==> config.mk <==
export PLATFORM = sky130hd
export DESIGN_NAME = nnpm_ctrl
export DESIGN_NICKNAME = d
export VERILOG_FILES = /design/src/hdl/nnpm_pkg.sv /design/src/hdl/nnpm_ctrl.sv
export VERILOG_INCLUDE_DIRS = /design/src /design/src/hdl
export SDC_FILE = /design/constraint.sdc
export NUM_CORES = 1
export LEC_CHECK = 0
export ABC_AREA = 1
export BUFFER_PORTS_ARGS = -buffer_cell sky130_fd_sc_hd__buf_2
export CAP_MARGIN = 15
export CORE_AREA = 2 2 39 41
export CTS_BUF_LIST = sky130_fd_sc_hd__clkbuf_4 sky130_fd_sc_hd__clkbuf_8
export DETAILED_ROUTE_END_ITERATION = 10
export DIE_AREA = 0 0 41 43
export PLACE_DENSITY = 0.65
export REMOVE_ABC_BUFFERS = 1
export SLEW_MARGIN = 20
export SYNTH_ARGS = -nofsm -noshare
export SYNTH_HDL_FRONTEND = slang
export SYNTH_SLANG_ARGS = --single-unit
==> constraint.sdc <==
create_clock -name clk -period 1.52 [get_ports clk]
set_input_delay 0.076 -clock clk [delete_from_list [all_inputs] [get_ports clk]]
set_output_delay 0.076 -clock clk [all_outputs]
set_load 0.005 [all_outputs]
==> src/hdl/assert_macros.svh <==
// Assertion helpers for the RTL; nnpm_ctrl includes them.
// Checks are compiled out when SYNTHESIS is set.
`ifndef ASSERT_MACROS_SVH
`define ASSERT_MACROS_SVH
`ifndef SYNTHESIS
`define ASSERT_CLK(label, prop, msg) \
    label: assert property (@(posedge clk) disable iff (!rst_n) prop) else $error(msg);
`define ASSERT_NEVER(label, cond, msg) \
    label: assert property (@(posedge clk) disable iff (!rst_n) !(cond)) else $error(msg);
`else
`define ASSERT_CLK(label, prop, msg)
`define ASSERT_NEVER(label, cond, msg)
`endif
`endif

==> src/hdl/nnpm_pkg.sv <==
// ----------------------------------------------------------------------------
// nnpm_pkg
// Shared constants, codes and types of the nearest point matcher.
// ----------------------------------------------------------------------------
`default_nettype none

package nnpm_pkg;

    localparam int MAX_POINTS = 1024;
    localparam int ADDR_W     = $clog2(MAX_POINTS);
    localparam int CNT_W      = $clog2(MAX_POINTS + 1);
    localparam int DIV_STEPS  = 49;
    localparam int DIV_CNT_W  = $clog2(DIV_STEPS + 1);

    localparam logic MODE_LOAD  = 1'b0;
    localparam logic MODE_QUERY = 1'b1;

    typedef enum logic [2:0] {
        REG_FIRST_X_LOW   = 3'd0,
        REG_FIRST_X_SPAN  = 3'd1,
        REG_FIRST_Y_LOW   = 3'd2,
        REG_FIRST_Y_SPAN  = 3'd3,
        REG_SECOND_X_LOW  = 3'd4,
        REG_SECOND_X_SPAN = 3'd5,
        REG_SECOND_Y_LOW  = 3'd6,
        REG_SECOND_Y_SPAN = 3'd7
    } reg_idx_t;

    typedef struct packed {
        logic               mode;
        logic signed [31:0] coord_x;
        logic signed [31:0] coord_y;
        logic [15:0]        point_label;
        logic               label_given;
        logic [15:0]        query_tag;
    } in_item_t;

    typedef struct packed {
        logic [15:0] reply_tag;
        logic        match_found;
        logic [15:0] match_label;
        logic        match_labelled;
        logic        store_full;
        logic [63:0] best_distance_sq;
    } out_item_t;

    typedef struct packed {
        logic capture;
        logic div_start;
        logic div_y;
        logic take_x;
        logic take_y;
        logic decide;
        logic issue;
        logic res_load;
    } ctrl_cmd_t;

    typedef struct packed {
        logic mode;
        logic div_done;
        logic empty;
        logic issue_last;
        logic pipe_busy;
    } dp_stat_t;

endpackage

`default_nettype wire

==> src/hdl/nnpm_ctrl.sv <==
// ----------------------------------------------------------------------------
// nnpm_ctrl
// Sequencer: normalize, store or scan, then hand the result beat out.
// ----------------------------------------------------------------------------
`default_nettype none
`include "assert_macros.svh"

module nnpm_ctrl (
    input  wire logic                clk,
    input  wire logic                rst_n,
    input  wire logic                item_valid,
    output logic                     item_ready,
    output logic                     res_valid,
    input  wire logic                res_ready,
    input  wire nnpm_pkg::dp_stat_t  stat,
    output nnpm_pkg::ctrl_cmd_t      cmd
);

    typedef enum logic [3:0] {
        S_IDLE, S_X_GO, S_X_WAIT, S_Y_GO, S_Y_WAIT, S_DECIDE, S_SCAN, S_DRAIN, S_REPLY
    } state_t;

    state_t state_reg, state_next;
    logic   out_valid_reg, out_valid_next;

    always_comb
    begin
        cmd            = '0;
        state_next     = state_reg;
        out_valid_next = out_valid_reg && !res_ready;
        item_ready     = (state_reg == S_IDLE);
        unique case (state_reg)
            S_IDLE:
            begin
                cmd.capture = item_valid;
                if (item_valid)
                    state_next = S_X_GO;
            end
            S_X_GO:
            begin
                cmd.div_start = 1'b1;
                state_next    = S_X_WAIT;
            end
            S_X_WAIT:
            begin
                cmd.take_x = stat.div_done;
                if (stat.div_done)
                    state_next = S_Y_GO;
            end
            S_Y_GO:
            begin
                cmd.div_y     = 1'b1;
                cmd.div_start = 1'b1;
                state_next    = S_Y_WAIT;
            end
            S_Y_WAIT:
            begin
                cmd.take_y = stat.div_done;
                if (stat.div_done)
                    state_next = S_DECIDE;
            end
            S_DECIDE:
            begin
                cmd.decide = 1'b1;
                if (stat.mode == nnpm_pkg::MODE_QUERY && !stat.empty)
                    state_next = S_SCAN;
                else
                    state_next = S_REPLY;
            end
            S_SCAN:
            begin
                // Issue one read per cycle up to the last stored point.
                cmd.issue = 1'b1;
                if (stat.issue_last)
                    state_next = S_DRAIN;
            end
            S_DRAIN:
            begin
                // Hold until the last distance has reached the running minimum.
                if (!stat.pipe_busy)
                    state_next = S_REPLY;
            end
            S_REPLY:
            begin
                if (!out_valid_reg || res_ready)
                begin
                    cmd.res_load   = 1'b1;
                    out_valid_next = 1'b1;
                    state_next     = S_IDLE;
                end
            end
            default: state_next = S_IDLE;
        endcase
    end

    always_ff @(posedge clk or negedge rst_n)
    begin
        if (!rst_n)
        begin
            state_reg     <= S_IDLE;
            out_valid_reg <= 1'b0;
        end
        else
        begin
            state_reg     <= state_next;
            out_valid_reg <= out_valid_next;
        end
    end

    assign res_valid = out_valid_reg;

    `ASSERT_CLK(a_load_slot_free, cmd.res_load |-> (!out_valid_reg || res_ready),
                "result overwritten")
    `ASSERT_CLK(a_div_done_waiting,
                stat.div_done |-> (state_reg == S_X_WAIT || state_reg == S_Y_WAIT),
                "stray divider done")
    `ASSERT_NEVER(a_issue_outside_scan, cmd.issue && state_reg != S_SCAN,
                  "read issued outside scan")
    `ASSERT_CLK(a_reply_after_load, cmd.res_load |=> (res_valid && state_reg == S_IDLE),
                "result not presented")

endmodule

`default_nettype wire
==> flow_summary.yaml, run 1 <==
power:
  intPower_uw: 545.1
  switching_power_uw: 506.2
  total_power_uw: 1051
  p_comb_frac: 0.589
  swShare: 0.4815
  clkPwrFrac: 0.163
  p_leak_uw: 0.0003700
  power.density_nw_per_um2: 1839
  ir_drop_v: 0.0004754
  p_seq_frac: 0.248
hold_path:
  hold_class: "input port to flop"
  whs_path_depth: 2
  worstHoldStart: "res_ready"
  holdPathEnd: "res_valid"
floorplanning:
  dieWidth_microns: 41
  die_y_microns: 43
  ioPinCount: 19
  start_util: 0.3047
  die-area_sq_um: 1763
  core_area_sq_um: 1384
  num_rows: 14
place:
  gp_congestion: 0.8197
  hpwl_microns: 842.7
  dp.cells: 104
  dp_worst_setup_slack_ns: 0.2819
  portBuffers: 18
global_route:
  gr-total-overflow: 0
  grt_pass1_wl_microns: 1662
  grt_max_degree: 6
  antenna_found_initial: 0
  track_usage: 0.1368
  first_global_vias: 410
timing:
  final_max_slew_viol_count: 0
  fin_setup_tns_ns: 0
  rsz0062_at_grt: "false"
  relSlewSlack: 0.8656
  skew_ns: 0.005357
  worst_slack_ns: 0.2040
  fin_crit_sh: 0.8658
  fmaxAchievable_mhz: 759.9
  timing.hold.ws_ns: 0.06052
  min_period_ns: 1.316
  tightest_slew_ns: 0.2009
  final-setup-viol-count: 0
  finalHoldViolCount: 0
setup_path:
  worst-endpoint-required_ns: 1.44
  reg2reg_slack_ns: 0.26
  r2r-end: "state_reg[1]"
  crit_family: "flip-flops"
  reg2regPathDepth: 8
  end_kind: "output pin"
  worst_setup_path_start_kind: "flop"
  cp_slowest_stage_delay_ns: 0.43
  crit_buf_inv: 3
  crit_chain: "inv_1 > nand2_2 > nor2_2 > inv_1 > nor2_1 > buf_2"
  crit_fanout: 5
  cpMostUsedCell: "inv_1"
  timing.rr.start: "state_reg[0]"
  worstPathArrival_ns: 1.24
  crit_slowest_cell: "dfrtp_1"
  path_class: "flop to output pin"
clocking:
  cts_hold_buf: 1
  cts.sink_count: 5
  cts-htree-levels: 1
  clkTransAtPathRegs_ns: 0.05
  postCtsSetupBuffers: 0
  worst_skew_pair.late_latency_ns: 0.24
  clock_path_buffers: 2
  root_buffer: "clkbuf_4"
  cts_tree: "done"
  cts_buffers: 3
  cts_resized: 0
synth:
  syn_area_sq_um: 421.7
  synth.distinct_cells: 12
  yosysSeqAreaShare: 0.2967
  syn_inst: 70
  yosys_warnings: 0
  syn_avg_cell_area_sq_um: 6.024
  ys_ff_latch: 5
finish:
  fillers: 145
  multi_input_area_sq_um: 247.7
  area_growth_pct: 35.61
  drive_gt1_frac: 0.3441
  ff_latch_area_sq_um: 125.1
  post_layout_nonfiller_instances: 109
  n_antenna_cell: 0
  largest_register_ff_count: 4
  nets: 103
drt:
  wirelength_microns: 1035
  dr_total_vias: 491
  drt_iter0_drc: 16
  drc_errors: 0
  viasPerCell: 4.505
  first_pass_iters: 4
  post_drt_wl_per_cell_microns: 9.495
  drt.antenna.violating_nets: 0
run:
  drv_cap: 0
outcome:
  status: "complete, no violations"
==> cell usage after synthesis (all sizes together) <==
master,n,area share
inv,13,0.12
nand2,19,0.20
nor2,18,0.21
o22ai,1,0.015
dfrtp,5,0.30
o21ai,1,0.012
nand3,12,0.14
nor3,1,0.012
==> layout by cell type (no fill, tap or decap) <==
cell | synthesis | final
buf_2 | 0 | 18
clkbuf_4 | 0 | 4
dfrtp_1 | 5 | 5
dlygate4sd3_1 | 0 | 1
inv_1 | 12 | 12
inv_2 | 1 | 1
nand2_1 | 14 | 14
nand2_2 | 5 | 5
nand3_1 | 12 | 12
nor2_1 | 14 | 14
nor2_2 | 2 | 2
nor2_4 | 2 | 2
nor3_1 | 1 | 1
o21ai_0 | 1 | 1
o22ai_1 | 1 | 1
==> power groups by stage <==
stage               registers, uW  clock network (uW)  logic [uW]
finish                        260                 171         620
global route                  270                 183         715
CTS                           259                 173         625
detailed placement            260                   0         618
global placement              258                   0         619
floorplan                     240                   0         456
==> area by class of cell <==
cell class	count	share of cell area
multi-input combinational	52	0.4333
sequential	5	0.2188
timing repair buffer	19	0.1751
inverter	13	0.08534
clock buffer	4	0.05252
tap	16	0.03501
==> worst max-delay path by stage <==
stage                     cells after the start      endpoint          from
after floorplan                               8  state_reg[1]  state_reg[0]
after global placement                        8  state_reg[1]  state_reg[1]
final                                         6        cmd[3]  state_reg[0]
after global routing                          6        cmd[3]  state_reg[0]
after CTS                                     6        cmd[3]  state_reg[0]
after detailed placement                      8  state_reg[1]  state_reg[1]
==> metrics by stage <==
stage / utilization / area, sq um
after global routing: 0.4132 / 571.8
after CTS: 0.4132 / 571.8
final: 0.4132 / 571.8
after detailed placement: 0.3843 / 531.8
after floorplan: - / 421.7
after global placement: 0.3843 / 531.8
==> cells by family (layout without fill, tap and decap cells) <==
group,count (synthesis),in the layout,synth area share
simple gates,50,50,0.5608
flops,5,5,0.2967
compound gates,2,2,0.02670
buf+inv,13,36,0.1157
==> layer usage <==
metal,part of all wire,GRT usage,vias up
met3,0.031,0.03141,0
met5,0,0,-
met2,0.49,0.1969,10
li1,-,-,265
met4,0,0.06000,0
met1,0.48,0.1877,216
Power figures use the tool's default switching activity.
==> inputs of run 2 (changes only) <==
Settings changed: ABC_AREA 1 to unset, PLACE_DENSITY 0.65 to 0.63, SKIP_CTS_REPAIR_TIMING set to 1.
==> run 2 against run 1 <==
Setup slack lost 0.19 ns. Power grew 17%. Sequential power grew 4%. First-iteration DRC count shrank 63%. Clock skew shrank 0.0028 ns. Synthesized cell count shrank 31%. Via count shrank 9.2%. Maximum frequency shrank 13%. Register-to-register slack lost 0.25 ns. Largest power group unchanged. Worst hold slack gained 0.067 ns.
==> flow_summary.yaml, run 2 <==
setup_path:
  path_class: "flop to flop"
  timing.rr.start: "state_reg[2]"
  worst-endpoint-required_ns: 1.65
  crit_fanout: 8
  reg2reg_slack_ns: 0.01
  reg2regPathDepth: 4
  crit_end: "state_reg[2]"
  r2r-end: "state_reg[2]"
  end_kind: "flop"
  cp-startpoint: "state_reg[2]"
  worstPathArrival_ns: 1.64
  worst_setup_path_start_kind: "flop"
floorplanning:
  ioPinCount: 19
  core_area_sq_um: 1384
  dieWidth_microns: 41
  start_util: 0.2920
  num_rows: 14
  die_y_microns: 43
  die-area_sq_um: 1763
place:
  dp.cells: 86
  gp_congestion: 0.7790
  hpwl_microns: 785.2
  dp_worst_setup_slack_ns: -0.01036
  portBuffers: 18
finish:
  largest_register_ff_count: 4
  fillers: 153
  multi_input_area_sq_um: 260.3
  ff_latch_area_sq_um: 126.4
  nets: 85
  post_layout_nonfiller_instances: 91
  area_growth_pct: 47.68
  final_cell_mix: "buf_2, buf_4, nor2_1"
  final_common_cell: "buf_2"
  drive_gt1_frac: 0.4933
  n_antenna_cell: 0
  fin_util: 0.4313
drt:
  first_pass_iters: 2
  dr_total_vias: 446
  drt.antenna.violating_nets: 0
  post_drt_wl_per_cell_microns: 10.93
  viasPerCell: 4.901
  drt_iter0_drc: 6
  drc_errors: 0
  wirelength_microns: 995
timing:
  finalHoldViolCount: 0
  fmaxAchievable_mhz: 664.0
  skew_ns: 0.002602
  timing.hold.ws_ns: 0.1276
  final-setup-viol-count: 0
  min_period_ns: 1.506
  relSlewSlack: 0.8286
  rsz0062_at_grt: "true"
  tightest_slew_ns: 0.2551
  final_max_slew_viol_count: 0
  worst_slack_ns: 0.01391
  fin_crit_sh: 0.9909
power:
  p_leak_uw: 0.0003336
  power.density_nw_per_um2: 2063
  ir_drop_v: 0.0009511
clocking:
  clock_path_buffers: 2
  worst_skew_pair.late_latency_ns: 0.25
  clkTransAtPathRegs_ns: 0.05
  cts.sink_count: 5
  root_buffer: "clkbuf_4"
  cts_buffers: 3
  cts-htree-levels: 1
  cts_tree: "done"
global_route:
  antenna_found_initial: 0
  gr-total-overflow: 0
  first_global_vias: 394
  grt_pass1_wl_microns: 1697
  track_usage: 0.1457
  grt_max_degree: 11
synth:
  synth_area_leaders: "dfrtp_1, and3_1, nor2_1"
  ys_ff_latch: 5
  synth.largest_area_cell: "dfrtp_1"
  yosysSeqAreaShare: 0.3096
  synth.distinct_cells: 26
  synth_most_common_cell: "nor2_1"
  ys.flop_type: "dfrtp_1"
  synth_edf_count: 0
  yosys_warnings: 0
  syn_avg_cell_area_sq_um: 8.420
  syn_area_sq_um: 404.1
  ys_top_cells_by_count: "nor2_1, dfrtp_1, nand2_1"
  async_flop_share: 1.000
  syn_inst: 48
  synth_top_area_share: 0.3096
hold_path:
  hold_class: "input port to flop"
outcome:
  status: "complete, no violations"
run:
  drv_cap: 0
## run 2: how the worst min path moves through the flow
stage | startpoint | end | slack, ns | cells past startpoint
after global placement | rst_n | res_valid | -0.1 | 1
after floorplan | rst_n | res_valid | -0.22 | 0
after CTS | rst_n | state_reg[3] | -0.36 | 1
final | res_ready | res_valid | 0.13 | 3
after global routing | res_ready | res_valid | 0.15 | 3
after detailed placement | rst_n | res_valid | -0.1 | 1
## run 2: per-layer routing
layer  up-vias  global-route usage  wire, microns
met4         0             0.06000             10
met1       208              0.1839            462
met2        12              0.1969            447
met5         -                   0              0
li1        224                   -              -
met3         2             0.08377             73
## run 2: per-stage QoR
step                power, uW  cell area [sq um]   TNS, ns
floorplan               707.5              379.1         0
global placement         1026              549.3         0
detailed placement       1036              549.3  -0.01036
CTS                      1222              579.3  -0.01641
global route             1364              596.8   -0.1353
finish                   1231              596.8         0
## run 2: report_power, final
| group | leakage, uW | switching, uW | internal, uW |
|---|---|---|---|
| clock network | 0.0000184 | 59.1 | 117 |
| logic | 0.000252 | 349 | 436 |
| registers | 0.0000631 | 74.9 | 195 |
| total | 0.000334 | 483 | 749 |
## run 2: cell type report
type	count	area share
Multi-Input combinational cell	39	0.4361
Timing Repair Buffer	27	0.2683
Sequential cell	5	0.2117
Clock buffer	4	0.05031
Tap cell	16	0.03354
## run 2: worst max-delay path, cell delays in order (launching register included)
cell and delay [ns]:
dfrtp_2 0.45, and2b_1 0.21, a22o_1 0.22, a21oi_2 0.18, mux2_4 0.32
## run 2: logic make-up (layout without fill, tap and decap cells)
kind of cell              count (synthesis)  in the layout  share of synthesized area
and+or+nand+nor                          28             28                     0.3839
AOI/OAI and AO/OA                         9              9                     0.1858
DFF                                       5              5                     0.3096
buffers and inverters                     4             31                    0.06191
xor gates and xnor gates                  1              1                    0.02168
muxes                                     1              1                    0.03714
